File: config.mk
export PLATFORM = sky130hd
export DESIGN_NAME = motor_feedback_frame_turn_tracker_top
export DESIGN_NICKNAME = d
export VERILOG_FILES = /design/src/hdl/mftt_pkg.sv /design/src/hdl/mftt_regs.sv /design/src/hdl/mftt_tracker.sv /design/src/hdl/mftt_result.sv /design/src/hdl/motor_feedback_frame_turn_tracker_top.sv
export SDC_FILE = /design/constraint.sdc
export NUM_CORES = 1
export LEC_CHECK = 0
export BUFFER_PORTS_ARGS = -buffer_cell sky130_fd_sc_hd__buf_4
export CAP_MARGIN = 10
export CORE_MARGIN = 1.5
export CORE_UTILIZATION = 45
export DETAILED_ROUTE_END_ITERATION = 10
export PLACE_DENSITY = 0.68
export SKIP_LAST_GASP = 1
export SLEW_MARGIN = 20
export SYNTH_ARGS = -nofsm -noshare
export SYNTH_HDL_FRONTEND = slang
export SYNTH_SLANG_ARGS = --single-unit
export TNS_END_PERCENT = 30
File: constraint.sdc
create_clock -name clk -period 12.7 [get_ports clk]
set_input_delay 1.905 -clock clk [delete_from_list [all_inputs] [get_ports clk]]
set_output_delay 1.905 -clock clk [all_outputs]
set_load 0.05 [all_outputs]
File: src/hdl/mftt_pkg.sv
package mftt_pkg;

  // stream and field widths
  localparam int ID_W      = 11;
  localparam int BYTE_W    = 8;
  localparam int ENC_W     = 16;
  localparam int WORD_W    = 16;
  localparam int TURN_W    = 16;
  localparam int THR_W     = 13;
  localparam int SERIES_W  = 30;
  localparam int ANGLE_W   = 23;
  localparam int SANGLE_W  = 35;
  localparam int IN_DATA_W = 72;

  // register map
  localparam int          REG_ADDR_W  = 3;
  localparam logic        REG_BASE_ID = 1'b0;
  localparam logic        REG_WRAP    = 1'b1;
  localparam logic [10:0] BASE_RESET  = 11'h201;
  localparam logic [12:0] WRAP_RESET  = 13'd6400;

  // encoder and angle scaling, degrees in q10
  localparam int COUNTS_PER_TURN  = 8192;
  localparam int COUNT_SHIFT      = 13;
  localparam int DEG_FULL_Q10     = 368640;
  localparam int DEG_HALF_Q10     = 184320;
  localparam int DEG_PER_COUNT    = DEG_FULL_Q10 / COUNTS_PER_TURN;

  localparam logic signed [15:0] TURN_MAX = 16'sh7fff;
  localparam logic signed [15:0] TURN_MIN = -16'sh8000;

  typedef struct packed {
    logic [15:0]        encoder;
    logic signed [15:0] motor_speed;
    logic signed [15:0] current_value;
    logic [7:0]         temperature;
  } fb_fields_t;

endpackage

File: src/hdl/mftt_regs.sv
module mftt_regs (
  input  logic                           clk,
  input  logic                           rst,
  input  logic                           psel,
  input  logic                           penable,
  input  logic                           pwrite,
  input  logic [mftt_pkg::REG_ADDR_W-1:0] paddr,
  input  logic [31:0]                    pwdata,
  output logic [31:0]                    prdata,
  output logic [mftt_pkg::ID_W-1:0]      base_frame_id,
  output logic [mftt_pkg::THR_W-1:0]     wrap_threshold
);
  import mftt_pkg::*;

  logic wr_en;
  logic reg_sel;

  assign wr_en   = psel & penable & pwrite;
  assign reg_sel = paddr[2];

  always_ff @(posedge clk) begin
    if (rst) begin
      base_frame_id  <= BASE_RESET;
      wrap_threshold <= WRAP_RESET;
    end else if (wr_en) begin
      unique case (reg_sel)
        REG_BASE_ID: base_frame_id  <= pwdata[ID_W-1:0];
        REG_WRAP:    wrap_threshold <= pwdata[THR_W-1:0];
        default:     ;
      endcase
    end
  end

  always_comb begin
    unique case (reg_sel)
      REG_BASE_ID: prdata = {{(32-ID_W){1'b0}}, base_frame_id};
      REG_WRAP:    prdata = {{(32-THR_W){1'b0}}, wrap_threshold};
      default:     prdata = '0;
    endcase
  end

endmodule

File: src/hdl/mftt_tracker.sv
module mftt_tracker #(
  parameter int MOTOR_COUNT = 4,
  parameter int MIDX_W      = 2
) (
  input  logic                            clk,
  input  logic                            rst,
  input  logic                            update,
  input  logic [MIDX_W-1:0]               idx,
  input  logic [mftt_pkg::ENC_W-1:0]      encoder,
  input  logic [mftt_pkg::THR_W-1:0]      wrap_threshold,
  output logic signed [mftt_pkg::TURN_W-1:0] turn_next
);
  import mftt_pkg::*;

  logic [ENC_W-1:0]         previous_encoder [MOTOR_COUNT];
  logic signed [TURN_W-1:0] turns [MOTOR_COUNT];

  logic signed [ENC_W:0]    diff;
  logic signed [ENC_W:0]    thr;
  logic signed [TURN_W-1:0] turn_cur;

  assign turn_cur = turns[idx];
  assign diff     = $signed({1'b0, encoder}) - $signed({1'b0, previous_encoder[idx]});
  assign thr      = $signed({{(ENC_W+1-THR_W){1'b0}}, wrap_threshold});

  // big drop wraps forward, big rise wraps back, count saturates
  always_comb begin
    turn_next = turn_cur;
    if (diff < -thr) begin
      if (turn_cur != TURN_MAX) turn_next = turn_cur + 16'sd1;
    end else if (diff > thr) begin
      if (turn_cur != TURN_MIN) turn_next = turn_cur - 16'sd1;
    end
  end

  always_ff @(posedge clk) begin
    if (rst) begin
      for (int k = 0; k < MOTOR_COUNT; k++) begin
        previous_encoder[k] <= '0;
        turns[k]            <= '0;
      end
    end else if (update) begin
      previous_encoder[idx] <= encoder;
      turns[idx]            <= turn_next;
    end
  end

endmodule

File: src/hdl/mftt_result.sv
module mftt_result #(
  parameter int MIDX_W = 2,
  parameter int OUT_W  = 168
) (
  input  logic                             clk,
  input  logic                             rst,
  input  logic                             load,
  input  logic [MIDX_W-1:0]                idx,
  input  mftt_pkg::fb_fields_t             fields,
  input  logic signed [mftt_pkg::TURN_W-1:0] turn,
  output logic                             free,
  output logic                             m_tvalid,
  input  logic                             m_tready,
  output logic [OUT_W-1:0]                 m_tdata
);
  import mftt_pkg::*;

  localparam int USED_W = MIDX_W + ENC_W + 2 * WORD_W + BYTE_W + TURN_W
                          + SERIES_W + ANGLE_W + SANGLE_W;
  localparam int TDEG_W = SANGLE_W - COUNT_SHIFT;

  logic [SERIES_W-1:0]        turn_ext30;
  logic [SERIES_W-1:0]        series_encoder;
  logic [ANGLE_W-2:0]         enc_deg;
  logic [ANGLE_W-1:0]         angle_q10;
  logic signed [TDEG_W-1:0]   turn_ext22;
  logic signed [TDEG_W-1:0]   turn_deg45;
  logic signed [SANGLE_W-1:0] turn_deg;
  logic [SANGLE_W-1:0]        series_angle_q10;
  logic [USED_W-1:0]          packed_res;

  assign free = !m_tvalid || m_tready;

  assign turn_ext30     = {{(SERIES_W-TURN_W){turn[TURN_W-1]}}, turn};
  assign series_encoder = {{(SERIES_W-ENC_W){1'b0}}, fields.encoder}
                        + {turn_ext30[SERIES_W-COUNT_SHIFT-1:0], {COUNT_SHIFT{1'b0}}};

  // counts to degrees is an exact integer ratio
  assign enc_deg   = (ANGLE_W-1)'(fields.encoder * (ANGLE_W-1)'(DEG_PER_COUNT));
  assign angle_q10 = {1'b0, enc_deg} - ANGLE_W'(DEG_HALF_Q10);

  // a full turn in q10 degrees is 45 shifted up by the count width
  assign turn_ext22       = {{(TDEG_W-TURN_W){turn[TURN_W-1]}}, turn};
  assign turn_deg45       = turn_ext22 * $signed(TDEG_W'(DEG_PER_COUNT));
  assign turn_deg         = {turn_deg45, {COUNT_SHIFT{1'b0}}};
  assign series_angle_q10 = {{(SANGLE_W-ANGLE_W){angle_q10[ANGLE_W-1]}}, angle_q10}
                          + turn_deg;

  assign packed_res = {series_angle_q10, angle_q10, series_encoder, turn,
                       fields.temperature, fields.current_value, fields.motor_speed,
                       fields.encoder, idx};

  always_ff @(posedge clk) begin
    if (rst) begin
      m_tvalid <= 1'b0;
    end else if (load) begin
      m_tvalid <= 1'b1;
    end else if (m_tready) begin
      m_tvalid <= 1'b0;
    end
  end

  always_ff @(posedge clk) begin
    if (load) begin
      m_tdata <= {{(OUT_W-USED_W){1'b0}}, packed_res};
    end
  end

endmodule

File: src/hdl/motor_feedback_frame_turn_tracker_top.sv
// channel    | dir | handshake                   | payload
// -----------+-----+-----------------------------+------------------------------------
// frame in   | in  | s_tvalid / s_tready         | s_tdata: id, payload bytes 0..6
// result out | out | m_tvalid / m_tready         | m_tdata: decoded feedback, turn state
// config     | in  | psel, penable, pwrite/pready| paddr, pwdata, prdata (2 registers)
//
// one frame per cycle sustained while the result register is free; a matching frame's
// result is offered after it passes the input register, then the result register
// the per-motor turn update is a read-modify-write in the input-register stage,
// so back-to-back frames for one motor see each other's state
// frames with a foreign id leave the input register without waiting on m_tready
// rst is synchronous: registers reset, turn and encoder history clear to zero
module motor_feedback_frame_turn_tracker_top #(
  parameter int MOTOR_COUNT = 4
) (
  input  logic                clk,
  input  logic                rst,
  // slave stream
  input  logic                s_tvalid,
  output logic                s_tready,
  // [10:0] frame_id, [18:11] payload_byte0, [26:19] payload_byte1,
  // [34:27] payload_byte2, [42:35] payload_byte3, [50:43] payload_byte4,
  // [58:51] payload_byte5, [66:59] payload_byte6, rest zero
  input  logic [mftt_pkg::IN_DATA_W-1:0] s_tdata,
  // master stream
  output logic                m_tvalid,
  input  logic                m_tready,
  // from bit 0 up: motor_index, encoder, motor_speed, current_value, temperature,
  // turn_count, series_encoder, angle_q10, series_angle_q10, zero fill
  output logic [((((MOTOR_COUNT > 1) ? $clog2(MOTOR_COUNT) : 1) + 160 + 7) / 8) * 8 - 1:0]
                              m_tdata,
  // register port
  input  logic                psel,
  input  logic                penable,
  input  logic                pwrite,
  input  logic [mftt_pkg::REG_ADDR_W-1:0] paddr,
  input  logic [31:0]         pwdata,
  output logic [31:0]         prdata,
  output logic                pready
);
  import mftt_pkg::*;

  localparam int MIDX_W = (MOTOR_COUNT > 1) ? $clog2(MOTOR_COUNT) : 1;
  localparam int OUT_W  = ((MIDX_W + 160 + 7) / 8) * 8;

  logic [ID_W-1:0]  base_frame_id;
  logic [THR_W-1:0] wrap_threshold;

  // input register
  logic               in_valid;
  logic [ID_W-1:0]    in_id;
  fb_fields_t         in_fields;

  logic [ID_W:0]             rel_id;
  logic                      hit;
  logic [MIDX_W-1:0]         idx;
  logic                      res_free;
  logic                      advance;
  logic                      take;
  logic signed [TURN_W-1:0]  turn_next;

  assign pready = 1'b1;

  mftt_regs u_regs (
    .clk            (clk),
    .rst            (rst),
    .psel           (psel),
    .penable        (penable),
    .pwrite         (pwrite),
    .paddr          (paddr),
    .pwdata         (pwdata),
    .prdata         (prdata),
    .base_frame_id  (base_frame_id),
    .wrap_threshold (wrap_threshold)
  );

  // id match: base <= id < base + MOTOR_COUNT
  assign rel_id = {1'b0, in_id} - {1'b0, base_frame_id};
  assign hit    = !rel_id[ID_W] && (rel_id[ID_W-1:0] < ID_W'(MOTOR_COUNT));
  assign idx    = rel_id[MIDX_W-1:0];

  // a foreign frame always leaves, a match waits for the result register
  assign take     = in_valid && hit && res_free;
  assign advance  = in_valid && (!hit || res_free);
  assign s_tready = !in_valid || advance;

  always_ff @(posedge clk) begin
    if (rst) begin
      in_valid <= 1'b0;
    end else if (s_tready) begin
      in_valid <= s_tvalid;
    end
  end

  always_ff @(posedge clk) begin
    if (s_tready && s_tvalid) begin
      in_id                   <= s_tdata[10:0];
      in_fields.encoder       <= {s_tdata[18:11], s_tdata[26:19]};
      in_fields.motor_speed   <= {s_tdata[34:27], s_tdata[42:35]};
      in_fields.current_value <= {s_tdata[50:43], s_tdata[58:51]};
      in_fields.temperature   <= s_tdata[66:59];
    end
  end

  mftt_tracker #(
    .MOTOR_COUNT (MOTOR_COUNT),
    .MIDX_W      (MIDX_W)
  ) u_tracker (
    .clk            (clk),
    .rst            (rst),
    .update         (take),
    .idx            (idx),
    .encoder        (in_fields.encoder),
    .wrap_threshold (wrap_threshold),
    .turn_next      (turn_next)
  );

  mftt_result #(
    .MIDX_W (MIDX_W),
    .OUT_W  (OUT_W)
  ) u_result (
    .clk      (clk),
    .rst      (rst),
    .load     (take),
    .idx      (idx),
    .fields   (in_fields),
    .turn     (turn_next),
    .free     (res_free),
    .m_tvalid (m_tvalid),
    .m_tready (m_tready),
    .m_tdata  (m_tdata)
  );

endmodule

Word level (Yosys, flattened, before mapping):

Memory sizes are Yosys's and may differ from the RTL's.
Cells that the tools add are included.

* add/subtract/negate cells: 8
* multiply operators: 2
* magnitude comparators: 3
* eq/ne operators: 2
* muxes and demuxes: 18
* bitwise operators: 3
* reduce and logical (&&, ||, !) cells: 17

Operators with widths (number)
* $mux W16: 6
* $pmux W32 S2: 1
* $add A35 B35 Y35: 1
* $ne A16 B16 Y1 const B: 2
* $reduce_or A16 Y1: 2
* $add A17 B29 Y30: 1
* $sub A22 B18 Y23 const B: 1
* $mul A16 B6 Y22 const B: 1
* $mul A16 B7 Y22 const B: 1
* $gt A17 B14 Y1: 1
* $lt A17 B17 Y1: 1
* $neg A13 Y17: 1
* $sub A16 B16 Y17: 1
* $add A16 B2 Y16 const B: 1
* $sub A16 B2 Y16 const B: 1
* $sub A11 B11 Y12: 1
* $lt A11 B3 Y1 const B: 1
* $mux W1: 9
* $logic_and A1 B1 Y1: 5
* $logic_not A1 Y1: 4
* $mux W2: 2
* $reduce_and A2 Y1: 2
* $logic_or A1 B1 Y1: 3
* $and A1 B1 Y1: 2
* 2 further kinds: 2

* register bits: 255
* bits in writable memories: 128
* bits of input ports: 114
* word-level logic and storage cells: 65
* memories kept: 2

Memory list
* u_tracker.previous_encoder: depth 4, width 16, read ports 1, clocked after Yosys merged registers in 0, write ports 4, line mftt_tracker.sv:15 `logic [ENC_W-1:0] previous_encoder [MOTOR_COUNT];`
* u_tracker.turns: depth 4, width 16, read ports 1, clocked after Yosys merged registers in 0, write ports 4, line mftt_tracker.sv:16 `logic signed [TURN_W-1:0] turns [MOTOR_COUNT];`

Logic depth before layout (Yosys ltp):

* depth after elaboration: 10
* depth in mapped cells: 58
* depth with buffers taken out: 52

Modules after synthesis:

Synthesis repeated with hierarchy kept, for this count alone.

* cell total of the unflattened synthesis: 1904
* area, all modules: 22550.4 um2

By module, submodules not included
* mftt_result: instances 1, cells an instance 824, area each 9899.5 um2, seq. area each 4043.9 um2
* mftt_tracker: instances 1, cells an instance 777, area each 8523.2 um2, seq. area each 3843.7 um2
* motor_feedback_frame_turn_tracker_top: instances 1, cells an instance 170, area each 2805.2 um2, seq. area each 2031.9 um2
* mftt_regs: instances 1, cells an instance 133, area each 1322.5 um2, seq. area each 480.5 um2

Least setup slack after synthesis:

OpenSTA, ideal clock, no wires.

* path type: register -> register
* start: register in_id[0]
* end: register u_result.m_tdata[161], data pin
* library setup time: 268 ps
* arrival time: 11732 ps
* required time: 12432 ps
* path slack: 700 ps
* cell stages (with the launch flop): 57
* path buffers: 5
* path through: edfxtp_1 > inv_1 > ha_1 > inv_1 > fa_1 > buf_2 > buf_2 > buf_1 > buf_1 > mux4_2 > ha_1 > inv_1 > fa_1 > a21o_1 > a221oi_2 > a21oi_1 > o21a_1 > nor2_1 > [... 21 more ...] > a21oi_1 > o21ai_0 > a21o_1 > a21oi_1 > nor2b_1 > o21a_1 > nor2_1 > xnor2_1 > ha_1 > a21o_1 > a21o_1 > a21oi_1 > o211ai_1 > a21o_1 > a21oi_1 > o21ai_0 > xor2_1 > xnor3_1

* word-level cells in the longest chain between the ends: 8

Ends and longest elaborated chain
* start, declared: line motor_feedback_frame_turn_tracker_top.sv:51 `logic [ID_W-1:0] in_id;`
* start signal, assigned: line motor_feedback_frame_turn_tracker_top.sv:97 `in_id <= s_tdata[10:0];`
* $sub A11 B11 Y12 *: line motor_feedback_frame_turn_tracker_top.sv:78 `assign rel_id = {1'b0, in_id} - {1'b0, base_frame_id};`
* net rel_id[1]: line motor_feedback_frame_turn_tracker_top.sv:54 `logic [ID_W:0] rel_id;`
* $mem_v2 Z4 W16, on equally long branches
* $sub A16 B16 Y17, or another cell as far along: line mftt_tracker.sv:23 `assign diff = $signed({1'b0, encoder}) - $signed({1'b0, previous_encoder[idx]});`
* $gt A17 B14 Y1 or $mux W16 (tied branches): line mftt_tracker.sv:31, mftt_tracker.sv:32
* $mux W16: line mftt_tracker.sv:31 `end else if (diff > thr) begin`
* $mux W16 *: line mftt_tracker.sv:29 `if (diff < -thr) begin`
* net turn_next[5]: line motor_feedback_frame_turn_tracker_top.sv:60 `logic signed [TURN_W-1:0] turn_next;`
* $mul A16 B7 Y22 *: line mftt_result.sv:44 `assign turn_deg45 = turn_ext22 * $signed(TDEG_W'(DEG_PER_COUNT));`
* $add A35 B35 Y35 *: line mftt_result.sv:47 `+ turn_deg;`
* net u_result.series_angle_q10[34]: line mftt_result.sv:29 `logic [SANGLE_W-1:0] series_angle_q10;`
* end signal, assigned: line mftt_result.sv:65 `m_tdata <= {{(OUT_W-USED_W){1'b0}}, packed_res};`
* end, declared: line mftt_result.sv:14 `output logic [OUT_W-1:0] m_tdata`

The timed path passes the listed nets; every way through them passes the cells marked *.
A chain may end at the register's enable or synchronous reset.

Final worst setup path:

* start: register in_id[0]
* end: register u_result.m_tdata[161], data pin

* word-level cells in the longest chain between the ends: 8

Ends and longest elaborated chain (line)
* $sub A11 B11 Y12 *: motor_feedback_frame_turn_tracker_top.sv:78
* net rel_id[1]: motor_feedback_frame_turn_tracker_top.sv:54
* $mem_v2 Z4 W16, on equally long branches
* $sub A16 B16 Y17, or another cell as far along: mftt_tracker.sv:23
* $gt A17 B14 Y1 or $mux W16 (tied branches): mftt_tracker.sv:31, mftt_tracker.sv:32
* $mux W16: mftt_tracker.sv:31
* $mux W16 *: mftt_tracker.sv:29
* $mul A16 B7 Y22 *: mftt_result.sv:44
* $add A35 B35 Y35 *: mftt_result.sv:47
* net u_result.series_angle_q10[34]: mftt_result.sv:29

Marks and branches as above.

==> results.json <==
{
  "clk_latency_ns": 0.57,
  "drv_cap": 0,
  "synth_edf_count": 329,
  "rsz0062_at_grt": "false",
  "crit_arrival_ns": 11.96,
  "antenna_left": 0,
  "syn_avg_cell_area_um2": 12.0,
  "start_kind": "register",
  "drc": 0,
  "hold_violations": 0,
  "drt-pass1-iter-count": 6,
  "num-nets-final": 2384,
  "grt_max_degree": 72,
  "grt_usage_pct": 19.9,
  "worstSetupPathType": "register to register",
  "critPathRequiredTime_ns": 12.99,
  "cts.htree.levels": 2,
  "final_common_cell": "edfxtp_1",
  "die_x_um": 218,
  "irDropWorstVdd_mv": 0.519,
  "synth.area.top_cells": "edfxtp_1 47%, ha_1 12%, fa_1 6.0%, inv_1 4.0%, mux4_2 3.1%",
  "p_per_area_nw_per_um2": 296,
  "place.gp.congestion": 0.873,
  "netlist_area_um2": 20900,
  "num_vias": 13688,
  "area_growth_syn_to_layout_pct": 19.0,
  "portBuffers": 264,
  "yosys_warnings": 0,
  "rrSetupSlack_ns": 1.02,
  "start_util_pct": 45.8,
  "die_h_um": 218,
  "grt_antenna_before_repair": 0,
  "wl_per_cell_um": 17.7,
  "period_needed_ns": 11.68,
  "startpoint": "in_id[0]$_DFFE_PP_",
  "cpPeakStageDelay_ns": 0.69,
  "io_pins": 317,
  "rr_worst_depth": 51,
  "async_flop_share_pct": 0,
  "timing.setup.tns_ns": 0,
  "place_hpwl_um": 33600,
  "synth_largest_area_cell": "edfxtp_1",
  "clk_path_buf_depth": 3,
  "cts_tree": "done",
  "worstReg2RegEnd": "u_result.m_tdata[161]$_DFFE_PP_",
  "r2r-start": "in_id[0]$_DFFE_PP_",
  "layout_common_cells": "329 x edfxtp_1, 299 x buf_4, 222 x inv_1",
  "std_cell_rows": 78,
  "tightest_slew_ns": 1.12,
  "drt_iter0_drc": 796,
  "slew_viol_final": 0,
  "seq_area_frac_synth_pct": 49.9,
  "skew_ns": 0.0259,
  "grt_pass1_wl_um": 74100,
  "dpl_cell_area_um2": 23400,
  "cts_hold_buf": 0,
  "post-cts-setup-buffers": 0,
  "grt_overflow_total": 0,
  "clock-root-buffer": "clkbuf_16",
  "ys_types": 81,
  "slowest_stage": "fa_2",
  "totalWireLength_um": 47000,
  "hp-class": "register to register",
  "critPathMaxFanout": 9,
  "finalCritPeriodShare_pct": 91.9,
  "cts_buffers": 41,
  "status": "finished clean",
  "finalSetupViolations": 0,
  "grt_pass1_vias": 13953,
  "antenna_cells": 0,
  "core_um2": 45600,
  "p_leak_nw": 10.5,
  "drive_gt1_share_pct": 20.6,
  "slew_headroom_pct": 25.2,
  "crit_path_end_kind": "register",
  "syn_inst": 1738,
  "synth_top_area_share_pct": 47.4,
  "synth_flop_cell": "edfxtp_1",
  "die_area_um2": 47600,
  "cp-endpoint": "u_result.m_tdata[161]$_DFFE_PP_",
  "synth-seq-cells": 355,
  "clkSinkCount": 355,
  "viasPerCell": 5.17,
  "clk_pin_slew_worst_paths_ns": 0.06,
  "final_cell_area_um2": 24800,
  "fmax_ghz": 0.0857
}
[how the worst min path moves through the flow]
stage	start	to	depth (start not counted)
finish	in_fields[30]$_DFFE_PP_	u_result.m_tdata[24]$_DFFE_PP_	0
global route	in_fields[19]$_DFFE_PP_	u_result.m_tdata[45]$_DFFE_PP_	0
CTS	in_fields[27]$_DFFE_PP_	u_result.m_tdata[21]$_DFFE_PP_	0
detailed placement	in_fields[35]$_DFFE_PP_	u_result.m_tdata[29]$_DFFE_PP_	0
global placement	in_fields[19]$_DFFE_PP_	u_result.m_tdata[45]$_DFFE_PP_	0
floorplan	in_fields[24]$_DFFE_PP_	u_result.m_tdata[18]$_DFFE_PP_	0
[critical path, delay by kind of cell, from the launching register on]
family / cells / cell delay [ns]
fa+ha+maj: 11 / 4.01
flops: 1 / 0.35
simple gates: 8 / 1.29
mux: 1 / 0.24
compound gates: 19 / 3.85
xor+xnor: 5 / 1.02
buf+inv: 7 / 0.62
[sequential cells by signal (all words and copies together), names as in the netlist]
signal                      count
u_regs.base_frame_id           11
in_fields                      56
u_tracker.previous_encoder     64
u_result.m_tvalid               1
u_tracker.turns                64
u_result.m_tdata              134
in_valid                        1
in_id                          11
u_regs.wrap_threshold          13
[synthesized netlist by cell type, types with 14 or more instances]
cell      number
edfxtp_1     329
inv_1        222
ha_1         192
nor2_1       147
nand2_1       96
a21oi_1       89
xnor2_1       74
fa_1          62
buf_4         54
and2_1        50
o21ai_0       42
mux4_2        29
xor2_1        28
dfxtp_1       26
nor3_1        26
clkbuf_1      24
a21o_1        21
nand3_1       21
and3_1        14
nor2b_1       14
[per-stage QoR]
| step | worst slack (ns) | cells | hold slack, ns | total power [mW] | utilization (%) |
|---|---|---|---|---|---|
| 3_5_place_dp | 0.875 | 2573 | 0.405 | 6.09 | 51.4 |
| 5_1_grt | 0.111 | 2648 | 0.416 | 8.02 | 54.4 |
| 4_1_cts | 0.819 | 2648 | 0.416 | 7.40 | 54.4 |
| 6_report | 1.02 | 2648 | 0.408 | 7.36 | 54.4 |
| 3_3_place_gp | 0.945 | 2573 | 0.400 | 6.00 | 51.3 |
| 2_1_floorplan | 0.700 | 1762 | 0.400 | 5.11 | - |
[repair_timing]
| action | CTS | global route |
|---|---|---|
| hold endpoints to repair | 0 | 0 |
| resized for setup | 0 | 1 |
| setup endpoints to repair | 0 | 1 |
[kinds of logic (layout without fill, tap and decap cells)]
logic type / after synthesis / after routing / synth area share [%]
and+or+nand+nor: 442 / 442 / 10.6
DFF: 355 / 355 / 49.9
buffers and inverters: 310 / 596 / 6.64
adders and majority gates: 254 / 254 / 17.5
AOI/OAI and AO/OA: 232 / 232 / 7.04
xor gates and xnor gates: 105 / 105 / 4.55
muxes: 38 / 38 / 3.85
other: 2 / 26 / 0.0360
[layer usage]
| metal | global-route usage [%] | routed length, um |
|---|---|---|
| met1 | 26.7 | 20800 |
| met2 | 33.5 | 22800 |
| met3 | 3.67 | 2490 |
| met4 | 4.71 | 910 |
| met5 | 0 | 0 |
[area by class of cell]
type                            count  area (um2)
Inverter                          222         833
Clock buffer                       44        1040
Sequential cell                   355       10400
Multi-Input combinational cell   1097        9190
Clock inverter                     31         358
Fill cell                        3857       20800
Timing Repair Buffer              299        2240
Tap cell                          600         751
[where the power goes]
group          switching, mW  total, mW  internal, mW
sequential            0.0212       1.60          1.58
clock                  0.489       1.23         0.739
combinational           2.53       4.53          2.00
No activity file was read; power rests on OpenSTA's default activity.
